<file path="src/pts_pkg.sv">
package pts_pkg;

	localparam int OpW    = 4;
	localparam int IdW    = 4;
	localparam int PrioW  = 3;
	localparam int WaitW  = 16;
	localparam int RsnW   = 8;
	localparam int StatW  = 2;
	localparam int WokenW = 5;
	localparam int OrdW   = 32;

	typedef enum logic [2:0] {
		ST_FREE    = 3'd0,
		ST_DELAYED = 3'd1,
		ST_BLOCKED = 3'd2,
		ST_READY   = 3'd3,
		ST_ACTIVE  = 3'd4
	} slot_st_t;

	typedef enum logic [OpW-1:0] {
		OP_CREATE      = 4'd0,
		OP_YIELD       = 4'd1,
		OP_DELAY       = 4'd2,
		OP_BLOCK       = 4'd3,
		OP_UNBLOCK     = 4'd4,
		OP_UNBLOCK_DLY = 4'd5,
		OP_DESTROY     = 4'd6,
		OP_TICK        = 4'd7,
		OP_START       = 4'd8
	} op_t;

	typedef enum logic [StatW-1:0] {
		STAT_DONE     = 2'd0,
		STAT_IGNORED  = 2'd1,
		STAT_REJECTED = 2'd2
	} status_t;

	typedef struct packed {
		slot_st_t               st;
		logic [PrioW-1:0]       prio;
		logic [WaitW-1:0]       wt;
		logic [OrdW-1:0]        ord;
	} slot_t;

	typedef enum logic [2:0] {
		S_IDLE,
		S_RD,
		S_CHK,
		S_PRE,
		S_BEST,
		S_DEC,
		S_DUE,
		S_FIN
	} fsm_t;

	typedef enum logic {
		CONT_PRE,
		CONT_DISP
	} cont_t;

endpackage

</file>
<file path="src/pts_in_if.sv">
interface pts_in_if;
	logic                        valid;
	logic                        ready;
	logic [pts_pkg::OpW-1:0]     op;
	logic [pts_pkg::IdW-1:0]     task_id;
	logic [pts_pkg::PrioW-1:0]   priority_req;
	logic [pts_pkg::WaitW-1:0]   delay_ticks;
	logic [pts_pkg::RsnW-1:0]    block_reason;

	modport source (output valid, op, task_id, priority_req, delay_ticks, block_reason,
		input ready);
	modport sink (input valid, op, task_id, priority_req, delay_ticks, block_reason,
		output ready);
endinterface

</file>
<file path="src/pts_out_if.sv">
interface pts_out_if;
	logic                        valid;
	logic                        ready;
	logic [pts_pkg::StatW-1:0]   status;
	logic [pts_pkg::IdW-1:0]     active_id;
	logic                        active_valid;
	logic                        switched;
	logic [pts_pkg::WokenW-1:0]  woken_count;

	modport source (output valid, status, active_id, active_valid, switched, woken_count,
		input ready);
	modport sink (input valid, status, active_id, active_valid, switched, woken_count,
		output ready);
endinterface

</file>
<file path="src/pts_ram.sv">
module pts_ram #(
	parameter int WIDTH = 8,
	parameter int DEPTH = 16
) (
	input  logic                                         clk,
	input  logic                                         we,
	input  logic [((DEPTH > 1) ? $clog2(DEPTH) : 1)-1:0] waddr,
	input  logic [WIDTH-1:0]                             wdata,
	input  logic [((DEPTH > 1) ? $clog2(DEPTH) : 1)-1:0] raddr,
	output logic [WIDTH-1:0]                             rdata
);
	logic [WIDTH-1:0] mem [DEPTH];

	always_ff @(posedge clk) begin
		if (we) begin
			mem[waddr] <= wdata;
		end
		rdata <= mem[raddr];
	end
endmodule

</file>
<file path="src/priority_task_scheduler_unit.sv">
// Priority task scheduler.
// req carries one scheduler event per transfer (op, task_id, priority_req,
// delay_ticks, block_reason); rsp returns exactly one result per event
// (status, active_id, active_valid, switched, woken_count).
// cfg_we/cfg_wdata write preempt_enable (reset 1); the user must write it
// only while the block is idle, which the block itself does not enforce.
// All slot data sits in one RAM, one word per slot, with a registered read.
// Refused ops, create, an unblock miss and destroy of a task not running need
// no table walk; yield, delay, block, start and destroy of the running task
// walk it once. Unblock walks it once if preemption is on and a task runs,
// and once more if it preempts; tick walks it once to count down delays, once
// per task woken and once more, then checks preemption as unblock does.
// The table walk reads one slot per cycle on the single read port.
// req.ready is high only between events; a result waits in the rsp register
// while the next event is taken, and the block holds its next result until
// the receiver takes the previous one.
// Reset (arst_n low) frees all slots, clears the run state and order counter
// and sets preempt_enable; per-slot valid bits make unwritten RAM read as free.
module priority_task_scheduler_unit #(
	parameter int TASK_SLOTS      = 16,
	parameter int PRIORITY_LEVELS = 8
) (
	input  logic  clk,
	input  logic  arst_n,
	input  logic  cfg_we,
	input  logic  cfg_wdata,
	pts_in_if.sink    req,
	pts_out_if.source rsp
);
	localparam int IdxW  = (TASK_SLOTS > 1) ? $clog2(TASK_SLOTS) : 1;
	localparam int CntW  = $clog2(TASK_SLOTS + 1);
	localparam int SlotW = $bits(pts_pkg::slot_t);

	pts_pkg::fsm_t    state_q, state_d;
	pts_pkg::cont_t   cont_q, cont_d;
	pts_pkg::status_t status_q, status_d;
	logic             status_ld;

	logic                          preempt_q;
	logic [pts_pkg::OrdW-1:0]      ctr_q;
	logic [IdxW-1:0]               run_idx_q;
	logic                          run_vld_q;
	logic [pts_pkg::PrioW-1:0]     run_prio_q;
	logic [IdxW-1:0]               prev_idx_q;
	logic                          prev_vld_q;
	logic [CntW-1:0]               woken_q;
	logic [CntW-1:0]               cnt_q;
	logic                          rd_s1;
	logic [IdxW-1:0]               addr_s1;
	logic                          found_q;
	logic [IdxW-1:0]               bidx_q;
	pts_pkg::slot_t                bword_q;
	logic [pts_pkg::OrdW-1:0]      bage_q;
	logic [TASK_SLOTS-1:0]         due_q;
	logic [TASK_SLOTS-1:0]         vld_q;
	logic                          rsp_valid_q;

	logic [pts_pkg::OpW-1:0]       op_q;
	logic [IdxW-1:0]               sid_q;
	logic [pts_pkg::PrioW-1:0]     prio_q;
	logic [pts_pkg::RsnW-1:0]      rsn_q;
	pts_pkg::status_t              rsp_status_q;
	logic [pts_pkg::IdW-1:0]       rsp_id_q;
	logic                          rsp_act_q;
	logic                          rsp_sw_q;
	logic [pts_pkg::WokenW-1:0]    rsp_woken_q;

	logic                 mem_we;
	logic [IdxW-1:0]      mem_waddr;
	pts_pkg::slot_t       mem_wdata;
	logic [IdxW-1:0]      mem_raddr;
	logic [SlotW-1:0]     mem_rdata;

	pts_pkg::slot_t            rd_word;
	logic [pts_pkg::OrdW-1:0]  rd_age;
	logic                      accept;
	logic                      id_ok;
	logic                      prio_ok;
	logic                      in_scan;
	logic                      scan_done;
	logic                      scan_issue;
	logic                      best_hit;
	logic                      due_hit;
	logic                      ctr_inc;
	logic                      run_ld;
	logic                      wake;
	logic                      out_ld;

	pts_ram #(
		.WIDTH (SlotW),
		.DEPTH (TASK_SLOTS)
	) u_slot_ram (
		.clk   (clk),
		.we    (mem_we),
		.waddr (mem_waddr),
		.wdata (mem_wdata),
		.raddr (mem_raddr),
		.rdata (mem_rdata)
	);

	assign rd_word    = vld_q[addr_s1] ? pts_pkg::slot_t'(mem_rdata) : '0;
	assign rd_age     = ctr_q - rd_word.ord;
	assign req.ready  = (state_q == pts_pkg::S_IDLE);
	assign accept     = req.valid && req.ready;
	assign id_ok      = 32'(req.task_id) < 32'(TASK_SLOTS);
	assign prio_ok    = 32'(req.priority_req) < 32'(PRIORITY_LEVELS);
	assign in_scan    = (state_q == pts_pkg::S_BEST) || (state_q == pts_pkg::S_DEC) ||
		(state_q == pts_pkg::S_DUE);
	assign scan_done  = in_scan && (cnt_q == CntW'(TASK_SLOTS)) && !rd_s1;
	assign scan_issue = in_scan && (cnt_q != CntW'(TASK_SLOTS));
	assign mem_raddr  = scan_issue ? cnt_q[IdxW-1:0] : sid_q;

	assign best_hit = rd_s1 && (rd_word.st == pts_pkg::ST_READY) && (!found_q ||
		(rd_word.prio > bword_q.prio) ||
		((rd_word.prio == bword_q.prio) && (rd_age > bage_q)));
	assign due_hit  = rd_s1 && due_q[addr_s1] && (!found_q || (rd_age > bage_q));

	assign rsp.valid        = rsp_valid_q;
	assign rsp.status       = rsp_status_q;
	assign rsp.active_id    = rsp_id_q;
	assign rsp.active_valid = rsp_act_q;
	assign rsp.switched     = rsp_sw_q;
	assign rsp.woken_count  = rsp_woken_q;

	always_comb begin
		state_d   = state_q;
		cont_d    = cont_q;
		status_d  = pts_pkg::STAT_DONE;
		status_ld = 1'b0;
		ctr_inc   = 1'b0;
		run_ld    = 1'b0;
		wake      = 1'b0;
		out_ld    = 1'b0;
		mem_we    = 1'b0;
		mem_waddr = run_idx_q;
		mem_wdata = '{st: pts_pkg::ST_READY, prio: run_prio_q, wt: '0, ord: ctr_q};
		case (state_q)
			pts_pkg::S_IDLE: begin
				if (accept) begin
					status_ld = 1'b1;
					case (req.op)
						pts_pkg::OP_CREATE: begin
							if (!id_ok || !prio_ok) begin
								status_d = pts_pkg::STAT_REJECTED;
								state_d  = pts_pkg::S_FIN;
							end else begin
								state_d = pts_pkg::S_RD;
							end
						end
						pts_pkg::OP_YIELD, pts_pkg::OP_DELAY, pts_pkg::OP_BLOCK: begin
							if (!run_vld_q || (req.op == pts_pkg::OP_DELAY &&
								req.delay_ticks == '0)) begin
								status_d = pts_pkg::STAT_IGNORED;
								state_d  = pts_pkg::S_FIN;
							end else begin
								mem_we  = 1'b1;
								ctr_inc = 1'b1;
								if (req.op == pts_pkg::OP_DELAY) begin
									mem_wdata.st = pts_pkg::ST_DELAYED;
									mem_wdata.wt = req.delay_ticks;
								end else if (req.op == pts_pkg::OP_BLOCK) begin
									mem_wdata.st = pts_pkg::ST_BLOCKED;
									mem_wdata.wt = pts_pkg::WaitW'(req.block_reason);
								end
								cont_d  = pts_pkg::CONT_DISP;
								state_d = pts_pkg::S_BEST;
							end
						end
						pts_pkg::OP_UNBLOCK, pts_pkg::OP_UNBLOCK_DLY, pts_pkg::OP_DESTROY: begin
							if (!id_ok) begin
								status_d = pts_pkg::STAT_REJECTED;
								state_d  = pts_pkg::S_FIN;
							end else begin
								state_d = pts_pkg::S_RD;
							end
						end
						pts_pkg::OP_TICK: begin
							state_d = pts_pkg::S_DEC;
						end
						pts_pkg::OP_START: begin
							if (run_vld_q) begin
								status_d = pts_pkg::STAT_IGNORED;
								state_d  = pts_pkg::S_FIN;
							end else begin
								cont_d  = pts_pkg::CONT_DISP;
								state_d = pts_pkg::S_BEST;
							end
						end
						default: begin
							status_d = pts_pkg::STAT_IGNORED;
							state_d  = pts_pkg::S_FIN;
						end
					endcase
				end
			end
			pts_pkg::S_RD: begin
				state_d = pts_pkg::S_CHK;
			end
			pts_pkg::S_CHK: begin
				mem_waddr = sid_q;
				state_d   = pts_pkg::S_FIN;
				case (op_q)
					pts_pkg::OP_CREATE: begin
						if (rd_word.st != pts_pkg::ST_FREE) begin
							status_ld = 1'b1;
							status_d  = pts_pkg::STAT_REJECTED;
						end else begin
							mem_we         = 1'b1;
							mem_wdata.prio = prio_q;
							ctr_inc        = 1'b1;
						end
					end
					pts_pkg::OP_UNBLOCK, pts_pkg::OP_UNBLOCK_DLY: begin
						if ((op_q == pts_pkg::OP_UNBLOCK &&
							(rd_word.st != pts_pkg::ST_BLOCKED ||
							rd_word.wt != pts_pkg::WaitW'(rsn_q))) ||
							(op_q == pts_pkg::OP_UNBLOCK_DLY &&
							rd_word.st != pts_pkg::ST_DELAYED)) begin
							status_ld = 1'b1;
							status_d  = pts_pkg::STAT_IGNORED;
						end else begin
							mem_we         = 1'b1;
							mem_wdata.prio = rd_word.prio;
							ctr_inc        = 1'b1;
							state_d        = pts_pkg::S_PRE;
						end
					end
					pts_pkg::OP_DESTROY: begin
						if (rd_word.st == pts_pkg::ST_FREE) begin
							status_ld = 1'b1;
							status_d  = pts_pkg::STAT_IGNORED;
						end else begin
							mem_we    = 1'b1;
							mem_wdata = '{st: pts_pkg::ST_FREE, prio: rd_word.prio, wt: '0,
								ord: rd_word.ord};
							if (run_vld_q && run_idx_q == sid_q) begin
								cont_d  = pts_pkg::CONT_DISP;
								state_d = pts_pkg::S_BEST;
							end
						end
					end
					default: begin
						state_d = pts_pkg::S_FIN;
					end
				endcase
			end
			pts_pkg::S_PRE: begin
				if (preempt_q && run_vld_q) begin
					cont_d  = pts_pkg::CONT_PRE;
					state_d = pts_pkg::S_BEST;
				end else begin
					state_d = pts_pkg::S_FIN;
				end
			end
			pts_pkg::S_BEST: begin
				if (scan_done) begin
					if (cont_q == pts_pkg::CONT_PRE) begin
						if (found_q && bword_q.prio > run_prio_q) begin
							mem_we  = 1'b1;
							ctr_inc = 1'b1;
							cont_d  = pts_pkg::CONT_DISP;
						end else begin
							state_d = pts_pkg::S_FIN;
						end
					end else begin
						run_ld    = 1'b1;
						mem_we    = found_q;
						mem_waddr = bidx_q;
						mem_wdata = bword_q;
						mem_wdata.st = pts_pkg::ST_ACTIVE;
						state_d   = pts_pkg::S_FIN;
					end
				end
			end
			pts_pkg::S_DEC: begin
				mem_waddr = addr_s1;
				mem_wdata = rd_word;
				mem_wdata.wt = (rd_word.wt <= pts_pkg::WaitW'(1)) ? '0 :
					rd_word.wt - pts_pkg::WaitW'(1);
				mem_we = rd_s1 && (rd_word.st == pts_pkg::ST_DELAYED);
				if (scan_done) begin
					state_d = pts_pkg::S_DUE;
				end
			end
			pts_pkg::S_DUE: begin
				if (scan_done) begin
					if (found_q) begin
						mem_we    = 1'b1;
						mem_waddr = bidx_q;
						mem_wdata.prio = bword_q.prio;
						ctr_inc   = 1'b1;
						wake      = 1'b1;
					end else begin
						state_d = pts_pkg::S_PRE;
					end
				end
			end
			pts_pkg::S_FIN: begin
				if (!rsp_valid_q || rsp.ready) begin
					out_ld  = 1'b1;
					state_d = pts_pkg::S_IDLE;
				end
			end
			default: begin
				state_d = pts_pkg::S_IDLE;
			end
		endcase
	end

	always_ff @(posedge clk or negedge arst_n) begin
		if (!arst_n) begin
			state_q     <= pts_pkg::S_IDLE;
			cont_q      <= pts_pkg::CONT_DISP;
			status_q    <= pts_pkg::STAT_DONE;
			preempt_q   <= 1'b1;
			ctr_q       <= '0;
			run_idx_q   <= '0;
			run_vld_q   <= 1'b0;
			run_prio_q  <= '0;
			prev_idx_q  <= '0;
			prev_vld_q  <= 1'b0;
			woken_q     <= '0;
			cnt_q       <= '0;
			rd_s1       <= 1'b0;
			found_q     <= 1'b0;
			due_q       <= '0;
			vld_q       <= '0;
			rsp_valid_q <= 1'b0;
		end else begin
			state_q <= state_d;
			cont_q  <= cont_d;
			if (cfg_we) begin
				preempt_q <= cfg_wdata;
			end
			if (status_ld) begin
				status_q <= status_d;
			end
			if (ctr_inc) begin
				ctr_q <= ctr_q + pts_pkg::OrdW'(1);
			end
			if (mem_we) begin
				vld_q[mem_waddr] <= 1'b1;
			end
			if (accept) begin
				prev_idx_q <= run_idx_q;
				prev_vld_q <= run_vld_q;
				woken_q    <= '0;
			end
			if (run_ld) begin
				run_vld_q  <= found_q;
				run_idx_q  <= found_q ? bidx_q : '0;
				run_prio_q <= found_q ? bword_q.prio : '0;
			end
			if (state_q == pts_pkg::S_DEC && rd_s1 &&
				rd_word.st == pts_pkg::ST_DELAYED && rd_word.wt <= pts_pkg::WaitW'(1)) begin
				due_q[addr_s1] <= 1'b1;
			end
			if (wake) begin
				due_q[bidx_q] <= 1'b0;
				woken_q       <= woken_q + CntW'(1);
			end
			rd_s1 <= scan_issue;
			if (!in_scan || scan_done) begin
				cnt_q   <= '0;
				found_q <= 1'b0;
			end else begin
				if (scan_issue) begin
					cnt_q <= cnt_q + CntW'(1);
				end
				if ((state_q == pts_pkg::S_BEST && best_hit) ||
					(state_q == pts_pkg::S_DUE && due_hit)) begin
					found_q <= 1'b1;
				end
			end
			if (out_ld) begin
				rsp_valid_q <= 1'b1;
			end else if (rsp.ready) begin
				rsp_valid_q <= 1'b0;
			end
		end
	end

	always_ff @(posedge clk) begin
		addr_s1 <= mem_raddr;
		if (accept) begin
			op_q   <= req.op;
			sid_q  <= IdxW'(req.task_id);
			prio_q <= req.priority_req;
			rsn_q  <= req.block_reason;
		end
		if ((state_q == pts_pkg::S_BEST && best_hit) ||
			(state_q == pts_pkg::S_DUE && due_hit)) begin
			bidx_q  <= addr_s1;
			bword_q <= rd_word;
			bage_q  <= rd_age;
		end
		if (out_ld) begin
			rsp_status_q <= status_q;
			rsp_id_q     <= run_vld_q ? pts_pkg::IdW'(run_idx_q) : '0;
			rsp_act_q    <= run_vld_q;
			rsp_sw_q     <= (run_vld_q != prev_vld_q) ||
				(run_vld_q && run_idx_q != prev_idx_q);
			rsp_woken_q  <= pts_pkg::WokenW'(woken_q);
		end
	end
endmodule

</file>
<file path="src/flat_wrapper.sv">
// flat-port wrapper written by rule: the top's interface ports become plain ports
module priority_task_scheduler_unit_flat 
#(
	parameter int TASK_SLOTS      = 16,
	parameter int PRIORITY_LEVELS = 8
)
  (clk, arst_n, cfg_we, cfg_wdata, req_valid, req_op, req_task_id, req_priority_req, req_delay_ticks, req_block_reason, req_ready, rsp_valid, rsp_status, rsp_active_id, rsp_active_valid, rsp_switched, rsp_woken_count, rsp_ready);
  pts_in_if req_i ();
  pts_out_if rsp_i ();
  input  logic clk;
  input  logic arst_n;
  input  logic cfg_we;
  input  logic cfg_wdata;
  input wire logic [$bits(req_i.valid)-1:0] req_valid;
  input wire logic [$bits(req_i.op)-1:0] req_op;
  input wire logic [$bits(req_i.task_id)-1:0] req_task_id;
  input wire logic [$bits(req_i.priority_req)-1:0] req_priority_req;
  input wire logic [$bits(req_i.delay_ticks)-1:0] req_delay_ticks;
  input wire logic [$bits(req_i.block_reason)-1:0] req_block_reason;
  output wire logic [$bits(req_i.ready)-1:0] req_ready;
  output wire logic [$bits(rsp_i.valid)-1:0] rsp_valid;
  output wire logic [$bits(rsp_i.status)-1:0] rsp_status;
  output wire logic [$bits(rsp_i.active_id)-1:0] rsp_active_id;
  output wire logic [$bits(rsp_i.active_valid)-1:0] rsp_active_valid;
  output wire logic [$bits(rsp_i.switched)-1:0] rsp_switched;
  output wire logic [$bits(rsp_i.woken_count)-1:0] rsp_woken_count;
  input wire logic [$bits(rsp_i.ready)-1:0] rsp_ready;
  assign req_i.valid = req_valid;
  assign req_i.op = req_op;
  assign req_i.task_id = req_task_id;
  assign req_i.priority_req = req_priority_req;
  assign req_i.delay_ticks = req_delay_ticks;
  assign req_i.block_reason = req_block_reason;
  assign req_ready = req_i.ready;
  assign rsp_valid = rsp_i.valid;
  assign rsp_status = rsp_i.status;
  assign rsp_active_id = rsp_i.active_id;
  assign rsp_active_valid = rsp_i.active_valid;
  assign rsp_switched = rsp_i.switched;
  assign rsp_woken_count = rsp_i.woken_count;
  assign rsp_i.ready = rsp_ready;
  priority_task_scheduler_unit #(.TASK_SLOTS(TASK_SLOTS), .PRIORITY_LEVELS(PRIORITY_LEVELS)) u_core (.clk(clk), .arst_n(arst_n), .cfg_we(cfg_we), .cfg_wdata(cfg_wdata), .req(req_i), .rsp(rsp_i));
endmodule
</file>
<file path="config.mk">
export PLATFORM = sky130hd
export DESIGN_NAME = priority_task_scheduler_unit_flat
export DESIGN_NICKNAME = d
export VERILOG_FILES = /design/src/pts_pkg.sv /design/src/pts_in_if.sv /design/src/pts_out_if.sv /design/src/pts_ram.sv /design/src/priority_task_scheduler_unit.sv /design/src/flat_wrapper.sv
export SDC_FILE = /design/constraint.sdc
export NUM_CORES = 2
export LEC_CHECK = 0
export ABC_AREA = 1
export ABC_CLOCK_PERIOD_IN_PS = 10400
export BUFFER_PORTS_ARGS = -buffer_cell sky130_fd_sc_hd__buf_2
export CAP_MARGIN = 20
export CELL_PAD_IN_SITES_DETAIL_PLACEMENT = 1
export CELL_PAD_IN_SITES_GLOBAL_PLACEMENT = 2
export CORE_UTILIZATION = 45
export CTS_BUF_LIST = sky130_fd_sc_hd__clkbuf_8
export CTS_CLUSTER_SIZE = 8
export DETAILED_ROUTE_END_ITERATION = 10
export GPL_TIMING_DRIVEN = 0
export PLACE_DENSITY = 0.9
export SETUP_SLACK_MARGIN = 0.4
export SLEW_MARGIN = 30
export SYNTH_ARGS = -nofsm -noshare
export SYNTH_HDL_FRONTEND = slang
export SYNTH_SLANG_ARGS = --single-unit
</file>
<file path="constraint.sdc">
create_clock -name clk -period 10.4 [get_ports clk]
set_input_delay 2.6 -clock clk [delete_from_list [all_inputs] [get_ports clk]]
set_output_delay 2.6 -clock clk [all_outputs]
set_load 0.02 [all_outputs]
</file>
After elaboration in Yosys (flattened, before gate mapping)

Memory sizes are Yosys's and may differ from the RTL's. A register that Yosys moved wholly into a read port is not among the register bits.
Index checks and enable logic that the tools add are counted.

Order comparisons: 10
Eq/ne operators: 43
$add $sub $neg: 5
Reduce and logical (&&, ||, !) cells: 59
Multiplexer cells: 122
Bitwise gates (word level): 4

Operator list:

| operator                                                                          | number |
|---|---|
| 54-bit 2-to-1 mux                                                                 | 3 |
| 16-bit 2-to-1 mux                                                                 | 7 |
| 32-bit case mux with 3 select lines                                               | 1 |
| 16-bit case mux with 4 select lines                                               | 1 |
| 3-bit 2-to-1 mux                                                                  | 20 |
| 53-bit 2-to-1 mux                                                                 | 1 |
| 1-bit 2-to-1 mux                                                                  | 48 |
| 48-bit 2-to-1 mux                                                                 | 1 |
| 3-bit case mux with 4 select lines                                                | 3 |
| 32-bit by 1-bit adder with 32-bit output, second input constant                   | 1 |
| 32-bit > comparator                                                               | 1 |
| 16-bit bitwise OR                                                                 | 2 |
| 32-bit subtractor                                                                 | 1 |
| 4-bit by 3-bit == test with 1-bit output, second input constant                   | 7 |
| 1-bit logical AND                                                                 | 25 |
| 4-bit 2-to-1 mux                                                                  | 6 |
| 3-bit case mux with 8 select lines                                                | 1 |
| 5-bit 2-to-1 mux                                                                  | 4 |
| 16-bit bitwise AND                                                                | 1 |
| 16-bit by 1-bit less-or-equal comparator with 1-bit output, second input constant | 1 |
| 16-bit logical NOT                                                                | 1 |
| 16-bit by 8-bit != test with 1-bit output                                         | 1 |
| 16-bit NOT                                                                        | 1 |
| 4-bit case mux with 4 select lines                                                | 1 |
| 47 further kinds                                                                  | 104 |

Logic and storage cells: 276
RAM bits: 864
Output and inout bits: 15
Memories kept: 1
Register bits: 220

Memories:

| memory                | words | width | read ports | clocked after Yosys merged registers in | write ports | RTL line      | RTL |
|---|---|---|---|---|---|---|---|
| u_core.u_slot_ram.mem | 16    | 54    | 1          | 1                                       | 1           | pts_ram.sv:12 | `logic [WIDTH-1:0] mem [DEPTH];` |

Longest topological paths before layout

Word-level depth: 12
Gate-level depth with buffers: 51

By module

Synthesis repeated with hierarchy kept, for this count alone.

Cells, all modules: 5415
Area, all modules: 52759.4 µm²

Modules (own cells, without submodules):

| module                       | area an instance (µm²) | seq. area each (µm²) | instances | cells each |
|---|---|---|---|---|
| pts_ram                      | 38211.6                | 27025.9              | 1         | 3555 |
| priority_task_scheduler_unit | 14547.7                | 6083.3               | 1         | 1860 |

Worst setup path before layout

OpenSTA, ideal clock, no wires.

Path kind: reg-to-reg
Start: register u_core.addr_s1[0]
End: register u_core.bage_q[0] in the netlist's numbering (enable)
Data arrival time: 6.948 ns
Period minus slack after synthesis: 7.397 ns
Library setup time: 0.449 ns
Buffers on the path: 6
Cell stages (with the launch flop): 39
Required time: 9.951 ns
Slack: 3.003 ns
Path through: dfxtp_1 buf_6 buf_4 nand2_1 nand2_1 nand2_1 nand2_1 nand2_1 nand2_2 inv_2 nand2_2 buf_6 buf_6 clkbuf_1 buf_2 nand2_1 ha_1 nand2_1 [3 not listed] a31oi_1 o21ai_0 a21boi_0 o21ai_0 nand2_1 nand2_1 xor2_1 ha_1 nand2_1 inv_1 nand3_1 nor4_1 nand2_1 nand2_1 nand2_1 o21ai_0 nand2_1 nand2_1

Longest elaborated chain between the ends: 10
Elaborated cells on any way between the ends: 21

RTL lines:

| element                                     | RTL line                                                                 | RTL |
|---|---|---|
| start, declared                             | priority_task_scheduler_unit.sv:49                                       | `logic [IdxW-1:0] addr_s1;` |
| start signal, assigned                      | priority_task_scheduler_unit.sv:384                                      | `addr_s1 <= mem_raddr;` |
| 1-bit binary-select mux with 4-bit select * | priority_task_scheduler_unit.sv:101                                      | `assign rd_word = vld_q[addr_s1] ? pts_pkg::slot_t'(mem_rdata) : '0;` |
| 1-bit 2-to-1 mux (implied by the code) *    | priority_task_scheduler_unit.sv:101                                      |  |
| 54-bit 2-to-1 mux *                         | priority_task_scheduler_unit.sv:101                                      |  |
| 32-bit subtractor *                         | priority_task_scheduler_unit.sv:102                                      | `assign rd_age = ctr_q - rd_word.ord;` |
| net u_core.rd_age, one bit                  | priority_task_scheduler_unit.sv:75                                       | `logic [pts_pkg::OrdW-1:0] rd_age;` |
| 32-bit > comparator *                       | priority_task_scheduler_unit.sv:115, priority_task_scheduler_unit.sv:116 |  |
| 1-bit logical AND                           | priority_task_scheduler_unit.sv:115                                      | `((rd_word.prio == bword_q.prio) && (rd_age > bage_q)));` |
| 1-bit logical OR                            | priority_task_scheduler_unit.sv:114                                      | `(rd_word.prio > bword_q.prio) \|\|` |
| 1-bit logical AND                           | priority_task_scheduler_unit.sv:113                                      | `assign best_hit = rd_s1 && (rd_word.st == pts_pkg::ST_READY) && (!found_q \|\|` |
| 1-bit logical AND                           | priority_task_scheduler_unit.sv:391                                      | `if ((state_q == pts_pkg::S_BEST && best_hit) \|\|` |
| 1-bit logical OR *                          | priority_task_scheduler_unit.sv:391                                      |  |
| end signal, assigned                        | priority_task_scheduler_unit.sv:395                                      | `bage_q <= rd_age;` |
| end, declared                               | priority_task_scheduler_unit.sv:53                                       | `logic [pts_pkg::OrdW-1:0] bage_q;` |

Mark *: on every way through the listed nets, which the timed path passes. The rest lies on a longest branch. The select of a mux whose other input is x is not followed.
A chain may end at the register's enable or synchronous reset.

Final worst setup path

Start: register u_core.addr_s1[0]
End: register u_core.bage_q[22] in the netlist's numbering (enable)

The elaborated chain is that of the path after synthesis.

==> results.txt <==
----------------------------------------------------
[Setup path]
  Largest fanout of any net on the critical path ... 38
  Worst Setup EP ... u_core.bage_q[22]$_DFFE_PP_
  Nature of the critical path startpoint ... register
  CP max-delay cell ... sky130_fd_sc_hd__nor4_1
  Worst path most repeated cell ... sky130_fd_sc_hd__nand2_1
  End of the worst register-to-register path ... u_core.bage_q[22]$_DFFE_PP_
  Reg2reg setup slack ... 1.57 ns
  Launch point of the critical path ... u_core.addr_s1[0]$_DFF_P_
  Worst path arrival time ... 9.40 ns
  Req. time, crit path ... 10.97 ns
  Worst-case reg-to-reg path depth ... 40
  Worst stage delay on the critical path ... 0.68 ns
  Startpoint of the worst-slack reg-to-reg timing path ... u_core.addr_s1[0]$_DFF_P_
  Capturing element type of the critical path ... register
  Category of the most critical setup path ... register to register

[Final layout]
  Storage cell area ... 0.0331 sq mm
  Fillers ... 10,960
  Layout-stage area growth over the synthesis result ... 16.2%
  Layout cells sized above 1 ... 11.1%
  Area of the multi-input gates ... 0.0136 sq mm
  Post-layout utilization of the core ... 53.0%
  Final layout net count ... 4,548

[CTS]
  Number of buffers created by CTS ... 182
  Setup Fix Bufs, Post-CTS ... 0
  Worst skew pair latency ... 0.91 ns
  H-tree lvl count ... 4
  Number of resized instances in the post-cts repair step ... 0
  Total number of clock tree sinks ... 1,138
  Master cell of the clock root buffer ... sky130_fd_sc_hd__clkbuf_8
  Clock slew seen by the registers of the worst setup and hold paths ... 0.06 ns
  Worst-case clock buffer depth ... 3
  Hold bufs inserted after CTS ... 0
  Clock tree from TritonCTS ... done

[STA]
  Number of failing setup endpoints in the final timing report ... 0
  Worst-case setup margin in the final layout ... 1.57 ns
  Number of hold violations in the final report ... 0
  Pin slew with the least headroom to its limit ... 1.06 ns
  Clock tree skew after final layout ... 0.0572 ns
  Max transition margin ... 29.1%
  Clock period minus final worst setup slack ... 8.83 ns
  Final worst-path cycle share ... 84.9%
  Unrepaired setup endpoints after global routing ... no
  Number of slew-limit violations in the final report ... 0
  Upper clock frequency limit ... 0.113 GHz

[Placement]
  Number of buffers added on ports ... 55
  Final GP Congestion ... 0.902
  Placement Setup Slack ... 1.40 ns
  Detail Placement HPWL ... 119,000 um

[Yosys]
  Cell Area, Synth ... 0.0483 sq mm
  Number of standard cells after synthesis ... 4,096
  Number of warnings issued by yosys ... 0
  Post-synth EDFFs ... 983
  Number of distinct standard cells referenced by the synthesized netlist ... 61
  Post-Syn Nets ... 4,213
  Dominant synthesized flop cell ... sky130_fd_sc_hd__edfxtp_1
  Register area share after synthesis ... 68.6%
  FF+latch count, synth ... 1,138
  Per-instance average area after synthesis ... 11.8 sq um
  Proportion of synthesized flip-flops having asynchronous set or reset ... 8.52%

[Global route]
  Global-route wire length before repair ... 247,000 um
  Overall track demand over capacity in global routing ... 31.0%
  Via count of the first global-routing pass ... 38,154
  Maximum number of pins on one net before global-route repair ... 58
  Number of antenna violations at the first check in global routing ... 7
  Grt total ovfl ... 0

[Power and ir drop]
  Leakage power figure ... 0.0202 uW
  Total power divided by cell area ... 277 mW/mm^2
  Peak ir drop on the vdd network ... 132 uV

[Detailed routing]
  Overall routed net length ... 169,000 um
  Met3 wire length ... 16,800 um
  Post-DR wirelength/cell ... 28.3 um
  Detail Route Antenna Nets ... 0
  Sum of met2 wire segment lengths after detailed routing ... 79,200 um
  Drt pass-1 iters ... 6
  Highest routed layer ... met5
  DRC Markers ... 0
  Number of vias per cell after detailed routing ... 6.16
  Wire length the detailed router placed on met1 ... 66,400 um
  Vias ... 36,829
  Starting DRC count in detailed routing ... 4,167

[Floorplan]
  Die outline area ... 0.109 sq mm
  Placement Rows ... 119
  Die Y ... 330 um
  Core Region ... 0.106 sq mm
  Die Wd ... 330 um
  Initial standard-cell utilization of the core ... 45.6%
  Number of ports placed on the die boundary ... 56

[Outcome]
  Outcome ... finished clean

[Hold path]
  Path type of the worst min-delay path ... register to register

[Job]
  Max-cap violations ... 0

----------------------------------------------------
-- cell families (layout without fill, tap and decap cells) --
| logic type | count (synthesis) | in the layout | share of synthesized area [%] |
|---|---|---|---|
| AOI/OAI and AO/OA | 1103 | 1103 | 14.0 |
| xor gates and xnor gates | 71 | 71 | 1.30 |
| adders and majority gates | 76 | 76 | 1.99 |
| buffers and inverters | 501 | 985 | 4.08 |
| DFF | 1138 | 1138 | 68.6 |
| muxes | 1 | 1 | 0.0233 |
| other | 0 | 6 | 0 |
| and+or+nand+nor | 1206 | 1206 | 10.0 |
-- cell usage after synthesis, types with 22 or more instances --
cell / number / area [sq um]
sky130_fd_sc_hd__a21oi_1: 105 / 526
sky130_fd_sc_hd__a31oi_1: 24 / 150
sky130_fd_sc_hd__clkbuf_1: 178 / 668
sky130_fd_sc_hd__dfrtp_1: 95 / 2380
sky130_fd_sc_hd__dfxtp_1: 58 / 1160
sky130_fd_sc_hd__edfxtp_1: 983 / 29500
sky130_fd_sc_hd__ha_1: 75 / 938
sky130_fd_sc_hd__inv_1: 282 / 1060
sky130_fd_sc_hd__nand2_1: 467 / 1750
sky130_fd_sc_hd__nand3_1: 56 / 280
sky130_fd_sc_hd__nand4_1: 22 / 138
sky130_fd_sc_hd__nor2_1: 586 / 2200
sky130_fd_sc_hd__nor3_1: 35 / 175
sky130_fd_sc_hd__o211ai_1: 117 / 878
sky130_fd_sc_hd__o21ai_0: 500 / 2500
sky130_fd_sc_hd__o221ai_1: 132 / 1160
sky130_fd_sc_hd__o22ai_1: 122 / 763
sky130_fd_sc_hd__xor2_1: 60 / 526
-- flip-flops by register name, indices dropped and copies added (netlist names), 4 cells and up --
name / cells
u_core.run_idx_q: 4
u_core.rsn_q: 8
u_core.woken_q: 5
u_core.sid_q: 4
u_core.u_slot_ram.mem: 864
u_core.ctr_q: 32
u_core.prev_idx_q: 4
u_core.due_q: 16
u_core.bage_q: 32
u_core.u_slot_ram.rdata: 54
u_core.addr_s1: 4
u_core.rsp.active_id: 4
u_core.cnt_q: 5
u_core.bword_q: 51
u_core.bidx_q: 4
u_core.op_q: 4
u_core.rsp.woken_count: 5
u_core.vld_q: 16
-- power breakdown --
part	total, uW	leakage, uW	switching [uW]	internal [uW]
Clock	3720	0.00210	1860	1860
Combinational	5940	0.00757	4520	1420
Sequential	5870	0.0105	168	5710
Total	15500	0.0202	6550	8990
-- layout make-up --
| cell class | instances | share of cell area, % |
|---|---|---|
| well taps | 1391 | 3.10 |
| plain buffers | 210 | 1.58 |
| clock buffers | 213 | 5.22 |
| flip-flops and latches | 1138 | 59.0 |
| multi-input cells | 2457 | 24.2 |
| diodes | 6 | 0.0268 |
| repair buffers | 151 | 3.89 |
| inverters | 291 | 1.95 |
| clock inverters | 120 | 0.968 |
-- metal layers --
layer	vias to the layer above	GRT usage, %
met5	-	0
met4	4	13.2
met3	482	7.00
met2	2091	50.0
met1	18583	40.4
li1	15669	-
-- critical path, delay by kind of cell, from the launching register on --
family          cells  cell delay, ns
simple gates       21            3.07
buf+inv            10            2.14
compound gates      6            2.02
fa+ha+maj           2            0.71
flops               1            0.39
xor+xnor            1            0.09
-- metrics by stage --
| step | TNS [ns] | instances | hold slack, ns | instance area (sq um) | total power, uW |
|---|---|---|---|---|---|
| detailed placement | 0 | 5638 | 0.447 | 52600 | 11700 |
| finish | 0 | 5977 | 0.460 | 56100 | 15500 |
| floorplan | 0 | 4096 | 0.425 | 48300 | 9040 |
| global route | 0 | 5974 | 0.481 | 56100 | 16100 |
| CTS | 0 | 5971 | 0.464 | 56100 | 15400 |
| global placement | -587.56 | 5542 | 0.448 | 50300 | 11200 |
-- cell usage in the layout (no fill, tap or decap), drive strengths merged, types with 16 or more instances in the layout --
cell	n
a21oi	105
a221oi	17
a22oi	17
a31oi	24
buf	183
clkbuf	391
clkinv	23
dfrtp	95
dfxtp	58
edfxtp	983
ha	75
inv	383
nand2	476
nand3	57
nand4	23
nor2	595
nor3	35
o211ai	117
o21ai	519
o21bai	16
o221ai	132
o22ai	122
xor2	61
-- how the worst min path moves through the flow --
stage,start,end,slack [ns],depth (start not counted)
6_report,u_core.woken_q[4]$_DFFE_PN0P_,u_core.rsp.woken_count[4]$_DFFE_PP_,0.46,0
5_1_grt,u_core.status_q[1]$_DFFE_PN0P_,u_core.rsp.status[1]$_DFFE_PP_,0.48,0
4_1_cts,u_core.status_q[0]$_DFFE_PN0P_,u_core.rsp.status[0]$_DFFE_PP_,0.46,0
3_5_place_dp,u_core.status_q[0]$_DFFE_PN0P_,u_core.rsp.status[0]$_DFFE_PP_,0.45,0
3_3_place_gp,u_core.status_q[1]$_DFFE_PN0P_,u_core.rsp.status[1]$_DFFE_PP_,0.45,0
2_1_floorplan,u_core.woken_q[4]$_DFFE_PN0P_,u_core.rsp.woken_count[4]$_DFFE_PP_,0.42,0
(Power assumes the default switching activity.)
